$ cat src/rtl/gkx_pkg.sv
// Shared types, register indexes and key tables for the generated-key XOR cipher.
`default_nettype none
package gkx_pkg;

   localparam int TABLE_BYTES = 64;
   localparam int ROW_LEN     = TABLE_BYTES + 1;

   localparam int ROW_W  = 6;
   localparam int COL_W  = 7;
   localparam int DATA_W = 8;
   localparam int OFS_W  = 13;
   localparam int REG_W  = 24;
   localparam int IDX_W  = 2;

   localparam logic [IDX_W-1:0] CSR_KEY_OFFSET   = 2'd0;
   localparam logic [IDX_W-1:0] CSR_REGION_START = 2'd1;
   localparam logic [IDX_W-1:0] CSR_BYPASS       = 2'd2;

   localparam logic [COL_W-1:0] LAST_COL = 7'd64;

   localparam logic [DATA_W-1:0] ROW_MASK [TABLE_BYTES] = '{
      8'h41, 8'hCA, 8'h42, 8'hF9, 8'h3C, 8'h6D, 8'h9D, 8'hDF,
      8'hD8, 8'h19, 8'h84, 8'h08, 8'h50, 8'hFB, 8'h67, 8'hA1,
      8'hAD, 8'h35, 8'hF2, 8'hCE, 8'hDF, 8'h9A, 8'hF3, 8'hC4,
      8'hF5, 8'h22, 8'h1A, 8'h8A, 8'hD5, 8'h64, 8'h08, 8'h65,
      8'hD3, 8'h2C, 8'h96, 8'hB6, 8'h08, 8'h11, 8'h3A, 8'hB3,
      8'h90, 8'h08, 8'hE6, 8'h2E, 8'h88, 8'hED, 8'h24, 8'hFB,
      8'h24, 8'h28, 8'h82, 8'h3D, 8'h39, 8'hA8, 8'hF3, 8'h52,
      8'h98, 8'hF9, 8'hA7, 8'h75, 8'h52, 8'h63, 8'h0A, 8'hF9
   };

   localparam logic [DATA_W-1:0] COL_MASK [ROW_LEN] = '{
      8'hA5, 8'hF5, 8'h2A, 8'hBE, 8'h62, 8'h66, 8'h1C, 8'h80,
      8'h87, 8'h3F, 8'h91, 8'h01, 8'h6E, 8'hBC, 8'h87, 8'h02,
      8'hD0, 8'h2A, 8'h3A, 8'hC4, 8'h65, 8'h3C, 8'h91, 8'h35,
      8'hB5, 8'hAE, 8'h21, 8'h21, 8'hF5, 8'h3F, 8'hAC, 8'h1F,
      8'hBE, 8'h92, 8'hA6, 8'hF2, 8'hA8, 8'h42, 8'h39, 8'h8F,
      8'h41, 8'h95, 8'h91, 8'hBD, 8'h4C, 8'hAD, 8'h85, 8'hC7,
      8'hB7, 8'hD6, 8'hAE, 8'h1C, 8'hE2, 8'h62, 8'hEB, 8'hC2,
      8'h03, 8'h5D, 8'hD6, 8'h4E, 8'h7B, 8'h59, 8'h0F, 8'hDD,
      8'hB7
   };

   typedef struct packed {
      logic [ROW_W-1:0] start_row;
      logic [COL_W-1:0] start_col;
      logic             bypass;
   } cfg_type;

endpackage
`default_nettype wire

$ cat src/rtl/gkx_csr.sv
// Configuration registers and the registered start position of the key stream.
`default_nettype none
module gkx_csr (
   input  wire logic                      clock,
   input  wire logic                      reset,
   input  wire logic                      csr_we,
   input  wire logic [gkx_pkg::IDX_W-1:0] csr_index,
   input  wire logic [gkx_pkg::REG_W-1:0] csr_wdata,
   output gkx_pkg::cfg_type               cfg
);
   import gkx_pkg::*;

   logic [OFS_W-1:0] key_offset_ff, key_offset_in;
   logic [REG_W-1:0] region_start_ff, region_start_in;
   logic             bypass_ff, bypass_in;
   logic [ROW_W-1:0] start_row_ff, start_row_in;
   logic [COL_W-1:0] start_col_ff, start_col_in;

   logic [REG_W:0]   sum;
   logic [18:0]      quot;
   logic signed [8:0] alt;
   logic [COL_W-1:0] m;
   logic [COL_W-1:0] low;

   always_comb begin
      key_offset_in   = key_offset_ff;
      region_start_in = region_start_ff;
      bypass_in       = bypass_ff;
      if (csr_we) begin
         case (csr_index)
            CSR_KEY_OFFSET:   key_offset_in   = csr_wdata[OFS_W-1:0];
            CSR_REGION_START: region_start_in = csr_wdata;
            CSR_BYPASS:       bypass_in       = csr_wdata[0];
            default:          ;
         endcase
      end
   end

   // sum = 64*quot + low; 64 = -1 mod 65, so quot mod 65 is an alternating
   // sum of its 6-bit digits. Then p = 64*m + low = 65*m + (low - m).
   always_comb begin
      sum  = {{(REG_W+1-OFS_W){1'b0}}, key_offset_ff} + {1'b0, region_start_ff};
      quot = sum[REG_W:6];
      alt  = $signed({3'b000, quot[5:0]}) + $signed({3'b000, quot[17:12]})
           - $signed({3'b000, quot[11:6]}) - $signed({8'b0, quot[18]});
      if (alt < 0) begin
         m = COL_W'(alt + 9'sd65);
      end else if (alt >= 9'sd65) begin
         m = COL_W'(alt - 9'sd65);
      end else begin
         m = COL_W'(alt);
      end
      low = {1'b0, sum[5:0]};
      if (low >= m) begin
         start_row_in = m[ROW_W-1:0];
         start_col_in = low - m;
      end else begin
         start_row_in = ROW_W'(m - 7'd1);
         start_col_in = low + 7'd65 - m;
      end
   end

   always_ff @(posedge clock) begin
      if (reset) begin
         key_offset_ff   <= '0;
         region_start_ff <= '0;
         bypass_ff       <= 1'b0;
         start_row_ff    <= '0;
         start_col_ff    <= '0;
      end else begin
         key_offset_ff   <= key_offset_in;
         region_start_ff <= region_start_in;
         bypass_ff       <= bypass_in;
         start_row_ff    <= start_row_in;
         start_col_ff    <= start_col_in;
      end
   end

   assign cfg.start_row = start_row_ff;
   assign cfg.start_col = start_col_ff;
   assign cfg.bypass    = bypass_ff;

endmodule
`default_nettype wire

$ cat src/rtl/gkx_keystream.sv
// Key position counters, key byte generation and the XOR (or bypass) of one data word.
`default_nettype none
module gkx_keystream (
   input  wire logic                       clock,
   input  wire logic                       reset,
   input  wire logic                       advance,
   input  wire logic                       first,
   input  wire logic [gkx_pkg::DATA_W-1:0] data_byte,
   input  gkx_pkg::cfg_type                cfg,
   output logic [gkx_pkg::DATA_W-1:0]      out_byte
);
   import gkx_pkg::*;

   logic [ROW_W-1:0]  key_row_ff, key_row_in;
   logic [COL_W-1:0]  key_col_ff, key_col_in;
   logic [ROW_W-1:0]  cur_row;
   logic [COL_W-1:0]  cur_col;
   logic [ROW_W-1:0]  mix_idx;
   logic [DATA_W-1:0] key_byte;

   always_comb begin
      cur_row  = first ? cfg.start_row : key_row_ff;
      cur_col  = first ? cfg.start_col : key_col_ff;
      mix_idx  = cur_row + cur_col[ROW_W-1:0];
      key_byte = COL_MASK[cur_col] ^ ROW_MASK[mix_idx];
      out_byte = cfg.bypass ? data_byte : (data_byte ^ key_byte);

      key_row_in = key_row_ff;
      key_col_in = key_col_ff;
      if (advance) begin
         if (cur_col == LAST_COL) begin
            key_col_in = '0;
            key_row_in = cur_row + 6'd1;
         end else begin
            key_col_in = cur_col + 7'd1;
            key_row_in = cur_row;
         end
      end
   end

   always_ff @(posedge clock) begin
      if (reset) begin
         key_row_ff <= '0;
         key_col_ff <= '0;
      end else begin
         key_row_ff <= key_row_in;
         key_col_ff <= key_col_in;
      end
   end

endmodule
`default_nettype wire

$ cat src/rtl/generated_key_xor_stream_cipher.sv
// Top level of the generated-key XOR stream cipher: handshake, stages, config.
// Pipeline: two stages, the input register and the result register; the XOR is
//   combinational from the input register into the result register.
// Throughput: one word per cycle while rsp_stall is low; the input register and result
//   register let a new word in while a finished word waits under rsp_stall.
// Reset (synchronous, active high) clears config, key position and valid bits.
`default_nettype none
module generated_key_xor_stream_cipher (
   input  wire logic                       clock,
   input  wire logic                       reset,
   input  wire logic                       req_valid,
   output logic                            req_stall,
   input  wire logic [gkx_pkg::DATA_W-1:0] req_data_byte,
   input  wire logic                       req_first,
   input  wire logic                       req_last,
   output logic                            rsp_valid,
   input  wire logic                       rsp_stall,
   output logic [gkx_pkg::DATA_W-1:0]      rsp_out_byte,
   output logic                            rsp_last_out,
   input  wire logic                       csr_we,
   input  wire logic [gkx_pkg::IDX_W-1:0]  csr_index,
   input  wire logic [gkx_pkg::REG_W-1:0]  csr_wdata
);
   import gkx_pkg::*;

   cfg_type cfg;

   // Input stage: hold the accepted word until the result register frees up.
   logic              in_valid_ff, in_valid_in;
   logic [DATA_W-1:0] in_data_ff, in_data_in;
   logic              in_first_ff, in_first_in;
   logic              in_last_ff, in_last_in;

   // Result stage.
   logic              out_valid_ff, out_valid_in;
   logic [DATA_W-1:0] out_byte_ff, out_byte_in;
   logic              out_last_ff, out_last_in;

   logic              out_free;
   logic              move;
   logic              req_take;
   logic [DATA_W-1:0] coded_byte;

   gkx_csr u_csr (
      .clock     (clock),
      .reset     (reset),
      .csr_we    (csr_we),
      .csr_index (csr_index),
      .csr_wdata (csr_wdata),
      .cfg       (cfg)
   );

   // Advance the key position only when the word really moves to the result.
   gkx_keystream u_keystream (
      .clock     (clock),
      .reset     (reset),
      .advance   (move),
      .first     (in_first_ff),
      .data_byte (in_data_ff),
      .cfg       (cfg),
      .out_byte  (coded_byte)
   );

   always_comb begin
      out_free  = !out_valid_ff || !rsp_stall;
      move      = in_valid_ff && out_free;
      // Stall only when the input stage is full and cannot drain this cycle.
      req_stall = in_valid_ff && !out_free;
      req_take  = req_valid && !req_stall;

      in_valid_in = in_valid_ff;
      in_data_in  = in_data_ff;
      in_first_in = in_first_ff;
      in_last_in  = in_last_ff;
      if (move) begin
         in_valid_in = 1'b0;
      end
      if (req_take) begin
         in_valid_in = 1'b1;
         in_data_in  = req_data_byte;
         in_first_in = req_first;
         in_last_in  = req_last;
      end

      out_valid_in = out_valid_ff;
      out_byte_in  = out_byte_ff;
      out_last_in  = out_last_ff;
      if (out_free) begin
         out_valid_in = in_valid_ff;
         if (in_valid_ff) begin
            out_byte_in = coded_byte;
            out_last_in = in_last_ff;
         end
      end
   end

   always_ff @(posedge clock) begin
      if (reset) begin
         in_valid_ff  <= 1'b0;
         out_valid_ff <= 1'b0;
      end else begin
         in_valid_ff  <= in_valid_in;
         out_valid_ff <= out_valid_in;
      end
   end

   // Payload registers need no reset.
   always_ff @(posedge clock) begin
      in_data_ff  <= in_data_in;
      in_first_ff <= in_first_in;
      in_last_ff  <= in_last_in;
      out_byte_ff <= out_byte_in;
      out_last_ff <= out_last_in;
   end

   assign rsp_valid    = out_valid_ff;
   assign rsp_out_byte = out_byte_ff;
   assign rsp_last_out = out_last_ff;

endmodule
`default_nettype wire
$ cat config.mk
export PLATFORM = sky130hd
export DESIGN_NAME = generated_key_xor_stream_cipher
export DESIGN_NICKNAME = d
export VERILOG_FILES = /design/src/rtl/gkx_pkg.sv /design/src/rtl/gkx_csr.sv /design/src/rtl/gkx_keystream.sv /design/src/rtl/generated_key_xor_stream_cipher.sv
export SDC_FILE = /design/constraint.sdc
export NUM_CORES = 1
export LEC_CHECK = 0
export ABC_AREA = 1
export BUFFER_PORTS_ARGS = -buffer_cell sky130_fd_sc_hd__buf_4
export CAP_MARGIN = 20
export CELL_PAD_IN_SITES_DETAIL_PLACEMENT = 0
export CELL_PAD_IN_SITES_GLOBAL_PLACEMENT = 2
export CORE_MARGIN = 5
export CORE_UTILIZATION = 35
export CTS_CLUSTER_SIZE = 30
export DETAILED_ROUTE_END_ITERATION = 16
export GPL_TIMING_DRIVEN = 0
export HOLD_SLACK_MARGIN = 0.06
export PLACE_DENSITY_LB_ADDON = 0.25
export SETUP_SLACK_MARGIN = 0.1
export SYNTH_ARGS = -nofsm -noshare
export SYNTH_HDL_FRONTEND = slang
export SYNTH_SLANG_ARGS = --single-unit
$ cat constraint.sdc
create_clock -name clock -period 20 [get_ports clock]
set_clock_uncertainty 0.15 [all_clocks]
set_input_delay 4 -clock clock [delete_from_list [all_inputs] [get_ports clock]]
set_output_delay 4 -clock clock [all_outputs]
set_load 0.02 [all_outputs]
==> summary.md, run 1 <==
| Metric | Value |
|---|---|
| Finished Layout Cells | about 1500 |
| Die ar. | 25800 µm² |
| Pin count of the biggest net entering global routing | 19 |
| Post-CTS Setup Inserts | 0 |
| CP dominant cell by count | buf_4 |
| Synth cell types | a little under 60 |
| Grt met3 use | under 10% |
| Worst-skew pair later-pin latency | ~0.34 ns |
| Placed cell count | 1521 |
| Yosys warns | 0 |
| Crit path DAT | between 4 and 5 ns |
| Worst-path cell chain | buf_4 -> nand2_1 -> nor2_1 -> buf_4 |
| CTS Buf Count | 9 |
| Final instance area | 8950 µm² |
| Period utilization | a little over two fifths |
| Slew headroom | 32.2% |
| Drt via density | ~5.0 |
| Std-Cell Rows | 55 |
| Worst setup slack after layout | between 10 and 15 ns |
| Cell count after synthesis | around 1200 |
| Post-DP HPWL | approximately 19000 µm |
| Core Area | around 22000 µm² |
| H-tree depth | 3 |
| First-pass GRT wire length | approximately 38000 µm |
| Drt wl/cell | between 15 and 20 µm |
| Initial drt markers | roughly 390 |
| Worst hold slack | about 0.28 ns |
| # diodes | 0 |
| Tmin final | 8.72 ns |
| Most common cell in the netlist | nand2_1 |
| Placed cell areas | just under 9000 µm² |
| Leakage power figure | approximately 4.3 nW |
| Met2 Use GR | 32.4% |
| Achievable clock frequency | ~0.11 GHz |
| CP max stage cell | nor2_1 |
| TritonCTS clock tree | yes |
| Root buffer selected by CTS | clkbuf_16 |
| Avg Synthesized Cell Area | approximately 6.7 µm² |
| Ys flop type | dfxtp_1 |
| Worst EP required | roughly 16 ns |
| Crit start category | input pin |
| Peak supply drop | 0.0000406 V |
| Met1 usage | around 22% |
| Top cells by area, synth | dfxtp_1 (17%), ha_1 (12%), nand2_1 (9.3%) |
| Maximum fanout along the worst path | 3 |
| Asr flop ratio synth | 0% |
| Total number of vias | 7751 |
| GRT Total Usage | 17.8% |
| Max clock buf depth | 2 |
| Reg clk slew, reported paths | roughly 0.070 ns |
| Chip Height | about 160 µm |
| Yosys reg bits | 85 |
| GR peak layer | met2 |
| Layout Nets | 1369 |
| Die W | approximately 160 µm |
| Drt total wl | around 23000 µm |
| GRT overflow | 0 |
| Crit path capture type | output port |
| Hold crit path type | reg -> reg |
| Final count of pins violating max slew | 0 |
| Top Ports | 52 |
| Sink Count | 85 |
| Post-synth top area cell | dfxtp_1 |
| Cells resized by post-CTS repair | 0 |
| Post-synth EDFFs | 19 |
| DR pass1 iterations | 5 |
| Syn Nets | between 1000 and 1500 |
| Synthesized area | between 7000 and 8000 µm² |
| Critical path class | in -> out |
| GPL Wtd Cong | roughly 0.9 |
| Pre-CTS WS | roughly 11 ns |
| Number of global-route vias before repair | about 7500 |
| Power, Total | 1.24 mW |
| Unrepaired setup endpoints after global routing | no |
| Initial antenna violation count | 0 |
| Synth cell count leaders | nand2_1 (196), nor2_1 (178), inv_1 (140) |
| Max_cap viols | 0 |
| Layout cell share with drive strength beyond 1 | between 10 and 15% |
| Port Buffer Count | 50 |
| Status | complete, no violations |
| Setup TNS | 0 ns |
| Final-report setup violation count | 0 |
| Detail Route Antenna Nets | 0 |
| PwrDens | between 100 and 150 nW/µm² |
| Final Util | 39.9% |
| Post-route DRC violation count | 0 |
| Slew @ Worst Pin | around 1.0 ns |
| Cts hold-fix bufs | 0 |
| Area grow syn2layout | 12.9% |
| CP peak stage delay | 0.21 ns |
| Final Hold Viols | 0 |
| Seq/Total Area, Yosys | a little under a quarter |
| Starting Density | between 30% and 40% |
| Synth top area share | about 17% |
-- kinds of logic (layout without fill, tap and decap cells) --
kind of cell    after synthesis  after routing  share of synthesized area (%)
buf+inv                     189            256                           9.22
simple gates                526            526                           29.1
xor+xnor                     56             56                           6.28
mux                           1              1                          0.126
compound gates              247            247                           18.0
flops                        85             85                           23.9
fa+ha+maj                    81             81                           13.5
-- power breakdown --
group / switching (mW) / leakage (nW) / internal (mW)
Clock: 0.0733 / 0.136 / 0.0859
Sequential: 0.00907 / 0.724 / 0.208
Combinational: 0.567 / 3.43 / 0.299
-- worst paths after layout --
path	cells past startpoint	end	from	slack (ns)
max	4	req_stall	rsp_stall	11.28
min reg2reg	0	rsp_last_out	in_last_ff	0.28
max reg2reg	42	u_csr.start_row_ff[4]	u_csr.key_offset_ff[0]	12.17
min	0	rsp_last_out	in_last_ff	0.28
-- state kept, by name, summed over array words and instances, names as in the netlist, 6 cells and up --
register and cells:
u_csr.region_start_ff 24, u_csr.key_offset_ff 13, in_data_ff 8, rsp_out_byte 8, u_csr.start_col_ff 7, u_keystream.key_col_ff 7, u_csr.start_row_ff 6, u_keystream.key_row_ff 6
-- placed cells by master, fill, tap and decap left out, types with 4 or more instances in the layout --
master / netlist / final
or2_2: 14 / 14
nand3_1: 77 / 77
o21ai_1: 4 / 5
clkbuf_1: 26 / 26
dfxtp_1: 66 / 66
a21o_1: 4 / 4
buf_2: 7 / 7
inv_2: 7 / 7
clkinv_1: 4 / 5
o31ai_1: 4 / 4
nor2_2: 4 / 4
buf_4: 1 / 52
o221ai_1: 5 / 5
xor2_1: 38 / 38
ha_1: 74 / 74
a21oi_1: 65 / 65
clkbuf_16: 0 / 9
inv_1: 140 / 140
edfxtp_1: 19 / 19
xnor2_1: 17 / 17
o311ai_0: 4 / 4
nor2_1: 178 / 178
o211ai_1: 10 / 10
nand4_1: 6 / 6
o21ai_0: 112 / 111
nand3_2: 5 / 5
a31oi_1: 9 / 9
nand2_1: 196 / 196
fa_1: 7 / 7
nand2_2: 13 / 13
a21oi_2: 4 / 4
nor3_1: 15 / 15
a211oi_1: 7 / 7
-- area by class of cell --
class                   count  area [µm²]
plain buffers              37         159
clock buffers               9         225
clock inverters             7        57.6
fillers                  2455       13500
inverters                 152         572
multi-input cells         911        5300
flip-flops and latches     85        1890
well taps                 285         357
repair buffers             51         383
-- critical path: cells and delay by family --
family	cells	cell delay (ns)
simple gates	2	0.28
buf+inv	2	0.29
-- routing by layer --
layer	up-vias	share of wire, %
li1	4039	-
met1	3457	45
met2	209	49
met3	46	3.5
met4	0	1.9
met5	-	0
(Power assumes the default switching activity.)
==> run 2: changes to the inputs <==
Settings changed: CORE_UTILIZATION 35 to 32.
Clock period 20 ns to 7.3 ns, I/O delays scaled along.
==> run 2 against run 1 <==
Against the previous run:
- clock power rose to 2.8 times the previous value
- via count is 1.0% higher
- die area grew 8.8%
- clock-buffer cell count unchanged
- critical path type is now reg -> reg
- critical endpoint is now u_csr.start_col_ff[5]
- largest cell class unchanged
- largest power group unchanged
==> summary.md, run 2 (synthesized netlist as in run 1, its figures left out) <==
| Metric | Value |
|---|---|
| Worst hold slack | 0.292 ns |
| Peak supply drop | approximately 0.00012 V |
| Switch share | between 50% and 60% |
| Initial drt markers | between 600 and 700 |
| CP dominant cell by count | nand2_1 |
| Unrepaired setup endpoints after global routing | yes |
| Max_cap viols | 0 |
| First-pass GRT wire length | between 30000 and 40000 µm |
| Largest register FFs | 24 |
| Crit path DAT | between 6 and 7 ns |
| Largest Register | u_csr.region_start_ff |
| Slew @ Worst Pin | 0.938 ns |
| Crit start category | register |
| Achievable clock frequency | between 0.1 and 0.15 GHz |
| Placed cell areas | 8710 µm² |
| Std-Cell Rows | 57 |
| Most frequent cells in the layout | nand2_1 (186), nor2_1 (172), inv_1 (136) |
| H-tree depth | 3 |
| Drt wl/cell | ~15 µm |
| Layout Nets | between 1000 and 1500 |
| Total number of vias | between 7000 and 8000 |
| Final Hold Viols | 0 |
| Layout fillers | 2604 |
| Worst-skew pair later-pin latency | about 0.35 ns |
| Drt total wl | 24500 µm |
| GPL Wtd Cong | roughly 0.93 |
| Int Power | ~1.7 mW |
| Slew headroom | between 30 and 40% |
| TritonCTS clock tree | yes |
| Root buffer selected by CTS | clkbuf_16 |
| Commonest non-fill, non-tap cell in the layout | nand2_1 |
| P_sw | between 1.5 and 2 mW |
| Drt via density | 4.89 |
| Share of power burned in registers | 16.6% |
| Power, Total | about 3.6 mW |
| CTS Buf Count | 9 |
| Area grow syn2layout | 19.8% |
| Die ar. | between 20000 and 30000 µm² |
| Detail Route Antenna Nets | 0 |
| Tmin final | approximately 6.7 ns |
| Period utilization | 91.7% |
| Post-DP HPWL | between 15000 and 20000 µm |
| DR pass1 iterations | 5 |
| Combinational Power Share | ~71% |
| Starting Density | about a third |
| Final count of pins violating max slew | 0 |
| Initial antenna violation count | 0 |
| GRT overflow | 0 |
| Worst EP required | 7.42 ns |
| Hold crit path type | reg -> reg |
| Crit path capture type | register |
| CP peak stage delay | between 0.3 and 0.4 ns |
| Status | complete, no violations |
| Number of global-route vias before repair | between 7000 and 8000 |
| Post-route DRC violation count | 0 |
| Critical path class | reg -> reg |
| GRT Total Usage | ~17% |
| CP max stage cell | fa_2 |
| Reg clk slew, reported paths | ~0.070 ns |
| # diodes | 0 |
| Pre-CTS WS | -0.509 ns |
| Cts hold-fix bufs | 0 |
| Port Buffer Count | 50 |
| Regs by FF count | u_csr.region_start_ff (24), u_csr.key_offset_ff (13) |
| Final-report setup violation count | 0 |
| Top Ports | 52 |
| Die W | 167 µm |
| Final instance area | approximately 9500 µm² |
| Leakage power figure | roughly 4.5 nW |
| Chip Height | between 150 and 200 µm |
| PwrDens | ~380 nW/µm² |
| Core Area | ~24000 µm² |
| Max clock buf depth | 2 |
| Sink Count | 85 |
| Clock network power share | between 10% and 20% |
| Worst setup slack after layout | just over 0.6 ns |
| Layout cell share with drive strength beyond 1 | between 10% and 20% |
| Pin count of the biggest net entering global routing | 19 |
| Maximum fanout along the worst path | 6 |
| Final Util | roughly 39% |
run 2: through the flow:
stage               cells  TNS [ns]
detailed placement   1560     -5.43
global placement     1559     -5.95
floorplan            1185         0
finish               1603         0
global route         1603         0
CTS                  1585         0
run 2: layer usage:
layer	wire length, µm	GRT usage, %
met3	877	1.96
met2	11900	29.2
met4	635	6.07
met5	0	0
met1	11100	21.7
run 2: repair_timing:
item | 4_1_cts | 5_1_grt
cloned | 0 | 1
resized for setup | 16 | 52
endpoints found under the hold margin | 0 | 0
buffers inserted | 9 | 17
pin swaps | 4 | 19
endpoints found under the setup margin | 13 | 13
run 2: area by class of cell:
class | count | area, µm² | area share (%)
clock buffers | 9 | 225 | 2.37
flip-flops and latches | 85 | 1890 | 20.0
plain buffers | 37 | 160 | 1.69
clock inverters | 7 | 57.6 | 0.606
well taps | 324 | 405 | 4.27
multi-input cells | 912 | 5590 | 58.9
repair buffers | 77 | 591 | 6.22
inverters | 152 | 572 | 6.02
run 2: final timing paths:
path         depth (start not counted)  slack, ns              startpoint                    end
min                                  0       0.29              in_last_ff           rsp_last_out
max                                 50       0.60  u_csr.key_offset_ff[0]  u_csr.start_col_ff[5]
max reg2reg                         50       0.60  u_csr.key_offset_ff[0]  u_csr.start_col_ff[5]
min reg2reg                          0       0.29              in_last_ff           rsp_last_out
run 2: critical path: cells and delay by family, from the launching register on:
family	cells	cell delay, ns
AO/OA/AOI/OAI	9	1.20
XOR/XNOR	2	0.30
buffers and inverters	8	0.63
flip-flops	1	0.34
adder cells (fa/ha/maj)	7	1.69
AND/OR/NAND/NOR	24	2.30
run 2: power groups by stage:
stage                     registers [mW]  clock network (mW)  logic (mW)
after floorplan                    0.619                   0        1.76
after global placement             0.606                   0        2.39
after detailed placement           0.608                   0        2.36
after CTS                          0.598               0.449        2.42
after global routing               0.605               0.471        2.89
final                              0.598               0.438        2.57
